===== config.mk =====
export PLATFORM = sky130hd
export DESIGN_NAME = led_bar_meter_renderer_unit
export DESIGN_NICKNAME = d
export VERILOG_FILES = /design/src/rtl/lbm_pkg.sv /design/src/rtl/lbm_mul.sv /design/src/rtl/led_bar_meter_renderer_unit.sv
export SDC_FILE = /design/constraint.sdc
export NUM_CORES = 2
export LEC_CHECK = 0
export ABC_AREA = 1
export BUFFER_PORTS_ARGS = -buffer_cell sky130_fd_sc_hd__buf_4
export CORE_MARGIN = 3
export CORE_UTILIZATION = 40
export CTS_CLUSTER_DIAMETER = 100
export DETAILED_ROUTE_END_ITERATION = 7
export PLACE_DENSITY = 0.67
export SETUP_SLACK_MARGIN = 0.4
export SLEW_MARGIN = 25
export SYNTH_ARGS = -nofsm -noshare
export SYNTH_HDL_FRONTEND = slang
export SYNTH_HIERARCHICAL = 1
export SYNTH_SLANG_ARGS = --single-unit

===== constraint.sdc =====
create_clock -name clk -period 9.4 [get_ports clk]
set_input_delay 0.94 -clock clk [delete_from_list [all_inputs] [get_ports clk]]
set_output_delay 0.94 -clock clk [all_outputs]
set_load 0.01 [all_outputs]

===== src/rtl/lbm_pkg.sv =====
`timescale 1ns / 1ps
`default_nettype none
package lbm_pkg;

  localparam int unsigned LED_COUNT = 46;
  localparam int unsigned IDX_W     = 6;
  localparam int unsigned END_LEDS  = 15;

  localparam logic [7:0]  PEDAL_MIN   = 8'd51;
  localparam logic [19:0] LVL_TARGET  = 20'd49157;   // clamped 24.0 in Q5.11, plus rounding
  localparam logic [31:0] DIV10_RECIP = 32'd838861;  // ceil(2^23 / 10)
  localparam logic [31:0] LCG_MUL     = 32'd1103515245;
  localparam logic [31:0] LCG_ADD     = 32'd12345;
  localparam logic [31:0] FRAME_GAP   = 32'd10;
  localparam logic [5:0]  LAST_IDX    = 6'd45;

  localparam logic [7:0] GEAR_STRIPE_A = 8'd2;
  localparam logic [7:0] GEAR_STRIPE_B = 8'd5;
  localparam logic [7:0] GEAR_RAND_A   = 8'd3;
  localparam logic [7:0] GEAR_RAND_B   = 8'd6;

  typedef enum logic [1:0] {
    PAT_BANDS,
    PAT_STRIPE,
    PAT_RANDOM
  } pat_t;

  typedef enum logic [3:0] {
    ST_IDLE,
    ST_LVL_MUL,
    ST_LVL_WR,
    ST_PIX,
    ST_RND_MUL,
    ST_RND_ADD,
    ST_DIM_MUL,
    ST_DIM_WR,
    ST_OUT
  } st_t;

  typedef struct packed {
    logic        mode;
    logic [7:0]  pedal_byte;
    logic [31:0] now_ms;
    logic [7:0]  gear;
  } in_item_t;

  typedef struct packed {
    logic [5:0] led_index;
    logic [7:0] red;
    logic [7:0] green;
    logic [7:0] blue;
    logic       last;
  } out_item_t;

  typedef struct packed {
    logic [7:0] r;
    logic [7:0] g;
    logic [7:0] b;
  } rgb_t;

  // tan(b degrees) in unsigned Q1.16
  function automatic logic [16:0] tan_q16(input logic [5:0] b);
    logic [16:0] t;
    case (b)
      6'd0:  t = 17'd0;     6'd1:  t = 17'd1144;  6'd2:  t = 17'd2289;
      6'd3:  t = 17'd3435;  6'd4:  t = 17'd4583;  6'd5:  t = 17'd5734;
      6'd6:  t = 17'd6888;  6'd7:  t = 17'd8047;  6'd8:  t = 17'd9210;
      6'd9:  t = 17'd10380; 6'd10: t = 17'd11556; 6'd11: t = 17'd12739;
      6'd12: t = 17'd13930; 6'd13: t = 17'd15130; 6'd14: t = 17'd16340;
      6'd15: t = 17'd17560; 6'd16: t = 17'd18792; 6'd17: t = 17'd20036;
      6'd18: t = 17'd21294; 6'd19: t = 17'd22566; 6'd20: t = 17'd23853;
      6'd21: t = 17'd25157; 6'd22: t = 17'd26478; 6'd23: t = 17'd27818;
      6'd24: t = 17'd29179; 6'd25: t = 17'd30560; 6'd26: t = 17'd31964;
      6'd27: t = 17'd33392; 6'd28: t = 17'd34846; 6'd29: t = 17'd36327;
      6'd30: t = 17'd37837; 6'd31: t = 17'd39378; 6'd32: t = 17'd40951;
      6'd33: t = 17'd42560; 6'd34: t = 17'd44205; 6'd35: t = 17'd45889;
      6'd36: t = 17'd47615; 6'd37: t = 17'd49385; 6'd38: t = 17'd51202;
      6'd39: t = 17'd53070; 6'd40: t = 17'd54991; 6'd41: t = 17'd56970;
      6'd42: t = 17'd59009; 6'd43: t = 17'd61113; 6'd44: t = 17'd63287;
      default: t = 17'd65536;
    endcase
    return t;
  endfunction

  // byte-sum folding: 256 == 1 mod 255
  function automatic logic [7:0] mod255(input logic [31:0] s);
    logic [9:0] sum;
    logic [8:0] fold;
    sum  = 10'(s[7:0]) + 10'(s[15:8]) + 10'(s[23:16]) + 10'(s[31:24]);
    fold = 9'(sum[9:8]) + 9'(sum[7:0]);
    return (fold >= 9'd255) ? 8'(fold - 9'd255) : fold[7:0];
  endfunction

  function automatic rgb_t base_color(input pat_t pat, input logic [5:0] i);
    rgb_t c;
    if (pat == PAT_STRIPE) begin
      c = (i[1:0] == 2'd3) ? rgb_t'{8'd255, 8'd80, 8'd0} : rgb_t'{8'd0, 8'd51, 8'd153};
    end else if (i < 6'd8 || i >= 6'd38) begin
      c = rgb_t'{8'd255, 8'd0, 8'd0};
    end else if (i < 6'd14 || i >= 6'd32) begin
      c = rgb_t'{8'd255, 8'd255, 8'd200};
    end else begin
      c = rgb_t'{8'd0, 8'd255, 8'd0};
    end
    return c;
  endfunction

  // brightness index for LED k (or its mirror) at the given volume
  function automatic logic [5:0] end_bright(input logic [3:0] k, input logic [3:0] vol);
    logic [3:0] t;
    logic [3:0] d;
    logic [5:0] m;
    t = 4'd15 - vol;
    d = (t > k) ? t - k : k - t;
    case (d)
      4'd0:    m = 6'd22;
      4'd1:    m = 6'd3;
      4'd2:    m = 6'd2;
      4'd3:    m = 6'd1;
      default: m = 6'd0;
    endcase
    return (k < t) ? m : LAST_IDX - m;
  endfunction

endpackage
`default_nettype wire


===== src/rtl/lbm_mul.sv =====
`timescale 1ns / 1ps
`default_nettype none
module lbm_mul (
  input  wire logic        clk,
  input  wire logic [31:0] a,
  input  wire logic [31:0] b,
  output logic      [63:0] prod
);

  always_ff @(posedge clk) begin
    prod <= 64'(a) * 64'(b);
  end

endmodule
`default_nettype wire


===== src/rtl/led_bar_meter_renderer_unit.sv =====
`timescale 1ns / 1ps
// pedal item: accept, multiply on the shared multiplier, write level; then the next item
// render item: per led a load and an output state, plus a multiply and write per channel for
//   the random pattern and again for each of the 30 dimmed end leds, all on the one 32x32
//   multiplier
// one item at a time; in_stall is high while an item is in work
// rst (synchronous) clears enable, level, seed (to one) and the frame timer
`default_nettype none
module led_bar_meter_renderer_unit (
  input  wire logic              clk,
  input  wire logic              rst,
  input  wire logic              cfg_write,
  input  wire logic              cfg_data,
  input  wire logic              in_valid,
  output logic                   in_stall,
  input  wire lbm_pkg::in_item_t in_data,
  output logic                   out_valid,
  input  wire logic              out_stall,
  output lbm_pkg::out_item_t     out_data
);
  import lbm_pkg::*;

  st_t         state, state_next;
  logic        enable;
  logic [15:0] level;
  logic [31:0] seed;
  logic [31:0] last_time;
  logic        rendered;
  pat_t        pat;
  logic [3:0]  vol;
  logic [5:0]  idx;
  logic [1:0]  ch;
  logic [7:0]  chan [3];
  logic [31:0] mul_a, mul_b;
  logic [63:0] prod;

  logic        in_acc, out_acc;
  logic [19:0] lvl_sum;
  logic [18:0] vol_sum;
  logic [31:0] gap;
  logic        pedal_go, render_go;
  logic        dimmed;
  logic [3:0]  k;
  logic [5:0]  br;
  logic [31:0] lcg_next;
  logic [15:0] dim_val;
  rgb_t        base;

  lbm_mul u_mul (.clk(clk), .a(mul_a), .b(mul_b), .prod(prod));

  assign in_acc   = in_valid && !in_stall;
  assign out_acc  = out_valid && !out_stall;
  assign lvl_sum  = ({4'b0, level} << 3) + {4'b0, level} + LVL_TARGET;
  assign vol_sum  = ({3'b0, level} << 2) + {3'b0, level} + 19'd8192;
  assign gap      = in_data.now_ms - last_time;
  assign pedal_go = enable && !in_data.mode && in_data.pedal_byte >= PEDAL_MIN;
  assign render_go = enable && in_data.mode && !(rendered && gap < FRAME_GAP);
  assign dimmed   = idx < 6'(END_LEDS) || idx > (LAST_IDX - 6'(END_LEDS));
  assign k        = (idx < 6'(END_LEDS)) ? idx[3:0] : 4'(LAST_IDX - idx);
  assign br       = end_bright(k, vol);
  assign lcg_next = prod[31:0] + LCG_ADD;
  assign dim_val  = prod[31:16];
  assign base     = base_color(pat, idx);

  // next state
  always_comb begin
    state_next = state;
    unique case (state)
      ST_IDLE: begin
        if (in_acc && pedal_go) state_next = ST_LVL_MUL;
        else if (in_acc && render_go) state_next = ST_PIX;
      end
      ST_LVL_MUL: state_next = ST_LVL_WR;
      ST_LVL_WR:  state_next = ST_IDLE;
      ST_PIX: begin
        if (pat == PAT_RANDOM) state_next = ST_RND_MUL;
        else if (dimmed) state_next = ST_DIM_MUL;
        else state_next = ST_OUT;
      end
      ST_RND_MUL: state_next = ST_RND_ADD;
      ST_RND_ADD: begin
        if (ch != 2'd2) state_next = ST_RND_MUL;
        else if (dimmed) state_next = ST_DIM_MUL;
        else state_next = ST_OUT;
      end
      ST_DIM_MUL: state_next = ST_DIM_WR;
      ST_DIM_WR:  state_next = (ch == 2'd2) ? ST_OUT : ST_DIM_MUL;
      ST_OUT: begin
        if (out_acc) state_next = (idx == LAST_IDX) ? ST_IDLE : ST_PIX;
      end
      default: state_next = ST_IDLE;
    endcase
  end

  // outputs and multiplier operands
  always_comb begin
    in_stall  = 1'b1;
    out_valid = 1'b0;
    mul_a     = '0;
    mul_b     = '0;
    unique case (state)
      ST_IDLE:    in_stall = 1'b0;
      ST_LVL_MUL: begin
        mul_a = {12'b0, lvl_sum};
        mul_b = DIV10_RECIP;
      end
      ST_RND_MUL: begin
        mul_a = seed;
        mul_b = LCG_MUL;
      end
      ST_DIM_MUL: begin
        mul_a = {24'b0, chan[ch]};
        mul_b = {15'b0, tan_q16(br)};
      end
      ST_OUT:     out_valid = 1'b1;
      default: ;
    endcase
  end

  assign out_data.led_index = idx;
  assign out_data.red       = chan[0];
  assign out_data.green     = chan[1];
  assign out_data.blue      = chan[2];
  assign out_data.last      = (idx == LAST_IDX);

  always_ff @(posedge clk) begin
    if (rst) begin
      state     <= ST_IDLE;
      enable    <= 1'b0;
      level     <= '0;
      seed      <= 32'd1;
      last_time <= '0;
      rendered  <= 1'b0;
    end else begin
      state <= state_next;
      if (cfg_write) enable <= cfg_data;
      if (state == ST_LVL_WR) level <= prod[38:23];
      if (state == ST_RND_ADD) seed <= lcg_next;
      if (state == ST_IDLE && in_acc && render_go) begin
        last_time <= in_data.now_ms;
        rendered  <= 1'b1;
      end
    end
  end

  // working registers, no reset needed
  always_ff @(posedge clk) begin
    case (state)
      ST_IDLE: begin
        idx <= '0;
        vol <= (vol_sum[18:14] > 5'd15) ? 4'd15 : vol_sum[17:14];
        if (in_data.gear == GEAR_STRIPE_A || in_data.gear == GEAR_STRIPE_B)
          pat <= PAT_STRIPE;
        else if (in_data.gear == GEAR_RAND_A || in_data.gear == GEAR_RAND_B)
          pat <= PAT_RANDOM;
        else
          pat <= PAT_BANDS;
      end
      ST_PIX: begin
        ch      <= '0;
        chan[0] <= base.r;
        chan[1] <= base.g;
        chan[2] <= base.b;
      end
      ST_RND_ADD: begin
        chan[ch] <= (ch == 2'd2) ? {2'b0, lcg_next[5:0]} : mod255(lcg_next);
        ch       <= (ch == 2'd2) ? 2'd0 : ch + 2'd1;
      end
      ST_DIM_WR: begin
        chan[ch] <= (dim_val > 16'd255) ? 8'd255 : dim_val[7:0];
        ch       <= (ch == 2'd2) ? 2'd0 : ch + 2'd1;
      end
      ST_OUT: begin
        if (out_acc) idx <= idx + 6'd1;
      end
      default: ;
    endcase
  end

  a_last_idx: assert property (@(posedge clk) disable iff (rst)
    out_valid && out_data.last |-> out_data.led_index == LAST_IDX)
    else $error("last flag away from final led");

  a_frame_end: assert property (@(posedge clk) disable iff (rst)
    out_valid && !out_stall && out_data.last |=> state == ST_IDLE)
    else $error("frame did not end after final led");

  a_busy: assert property (@(posedge clk) disable iff (rst)
    out_valid |-> in_stall)
    else $error("input taken while a frame is out");

  a_idx_range: assert property (@(posedge clk) disable iff (rst)
    out_valid |-> out_data.led_index <= LAST_IDX)
    else $error("led index out of range");

endmodule
`default_nettype wire

==> reports/results.tsv <==
metric	value	unit
HP Class	reg2reg	
routed len/inst	16.6	µm
dpl hpwl	88.0	mm
VDD IR max	0.202	mV
Via-to-Cell Ratio	4.85	
total number of vias	33483	
WHS	0.456	ns
pwr dens	182	nW/µm²
Total Routing Usage GR	0.230	
RSZ-0062 raised after global routing	yes	
Clock Path Buffers	2	
Max FO, Critical Path	16	
Final GP Congestion	0.969	
status	complete, no violations	
critical path's top delay family	adder cells	
1st-pass router iterations	7	
first-pass GRT wire length	179	mm
fin crit period	9.40	ns
DRT iter0 DRCs	2432	
Worst EP required	9.79	ns
crit path capture type	flop	
CTS Buf Count	17	
DRC Markers	0	
arrival time at the worst endpoint	9.78	ns
share of cells above drive strength 1	0.177	
final core utilization	0.486	
die height	314	µm
Syn Inst Count	5433	
full die area	98700	µm²
CTS tree	built	
total grt overflow	0	
Total Wirelength	115	mm
Post-Syn Area	38000	µm²
clock sink count	173	
CP Buf/Inv Count	9	
Final Hold Vio Count	0	
Period Utilization, post-route	1.00	
Initial Util	0.405	
clk slew on worst S/H paths	0.08	ns
largest net degree at the start of global routing	65	
synth-to-layout area growth	19.9	%
FP Rows	112	
# port buffers	87	
Peak Freq	0.106	GHz
final setup vio count	0	
Clock Tree Root	clkbuf_16	
# H-tree levels	4	
initial antenna violation count	0	
setup TNS	0	ns
vias in the first global route	33619	
WS Path Type	reg2reg	
crit start category	flop	
Die Wd	314	µm
Least-Margin Pin Slew	1.10	ns
Ports	88	
clk_skew	0.0203	ns
Final nets	6597	
Yosys warnings	6	
fin. max-slew vios	0	
slowest stage delay, CP	0.57	ns
Final ANT Viol Nets	0	
P_leak	26.5	nW
Power, Total	8.29	mW
clock latency on the worst-skew pair	0.47	ns
normalized max-slew margin	0.265	
slowest stage cell, crit path	fa_1	
most used cell along the critical path	fa_1	
post-synthesis area per instance	6.99	µm²
max_cap viols	0	
Core ar.	93700	µm²
==> tightest hold or removal path, delay by kind of cell, from the launching register on <==
kind | cells | cell delay [ns]
AOI/OAI and AO/OA | 1 | 0.05
buffers and inverters | 1 | 0.05
DFF | 1 | 0.32
==> timing repair <==
action | CTS | global route
pin swaps | 88 | 378
buffers inserted | 25 | 55
cloned | 7 | 3
hold buffers | 0 | 0
setup endpoints to repair | 29 | 30
resized for setup | 200 | 454
==> per-stage QoR <==
stage | instance area, µm² | cells | setup WS (ns)
6_report | 45500 | 6904 | 0.00269
5_1_grt | 45500 | 6903 | -0.486
4_1_cts | 43600 | 6844 | 0.147
3_5_place_dp | 41700 | 6780 | -0.183
3_3_place_gp | 41700 | 6780 | -0.181
2_1_floorplan | 38400 | 5465 | 0.398
==> power by group <==
group / switching [mW] / total [mW] / internal [mW]
logic: 3.79 / 6.49 / 2.69
clock network: 0.364 / 0.750 / 0.386
registers: 0.115 / 1.05 / 0.936
==> final cells by class <==
cell class	count	area (µm²)
clock buffers	19	475
repair buffers	383	3840
inverters	1659	6240
clock inverters	13	140
flip-flops and latches	173	3920
multi-input cells	3402	29300
well taps	1254	1570
fillers	8949	48200
diodes	1	2.50
==> cells in the final DEF, fill, tap and decap left out, types with 45 or more instances in the layout <==
master and count:
inv_1 1495, nand2_1 1344, fa_1 582, buf_4 283, nor2_1 218, ha_1 205, inv_2 159, a21oi_1 149
nand3_1 146, dfxtp_1 127, nand2_2 115, o21ai_0 105, fa_2 62, xor2_1 59, nand2_4 54, ha_4 54
edfxtp_1 46, buf_12 45
==> flip-flops by register name (all words and copies together), names as in the netlist, named ones only <==
signal,cells
pat,2
u_mul/prod,39
chan,32
vol,4
rendered,1
state,4
level,16
idx,6
ch,2
enable,1
last_time,32
seed,32
==> metal layers <==
metal | vias up | GRT usage | part of all wire
li1 | 15842 | - | -
met1 | 16308 | 0.309 | 0.42
met2 | 1095 | 0.382 | 0.47
met3 | 238 | 0.0398 | 0.075
met4 | 0 | 0.0617 | 0.033
met5 | - | 0.00494 | 0
==> final timing paths <==
| check | start | end | slack [ns] | cells past startpoint |
|---|---|---|---|---|
| worst max-delay path | idx[1] | u_mul/prod[33] | 0.003 | 45 |
| worst min-delay path | rendered | rendered | 0.46 | 2 |
| worst min register to register | rendered | rendered | 0.46 | 2 |
| worst max register to register | idx[1] | u_mul/prod[33] | 0.003 | 45 |
No activity file was read; power rests on OpenSTA's default activity.
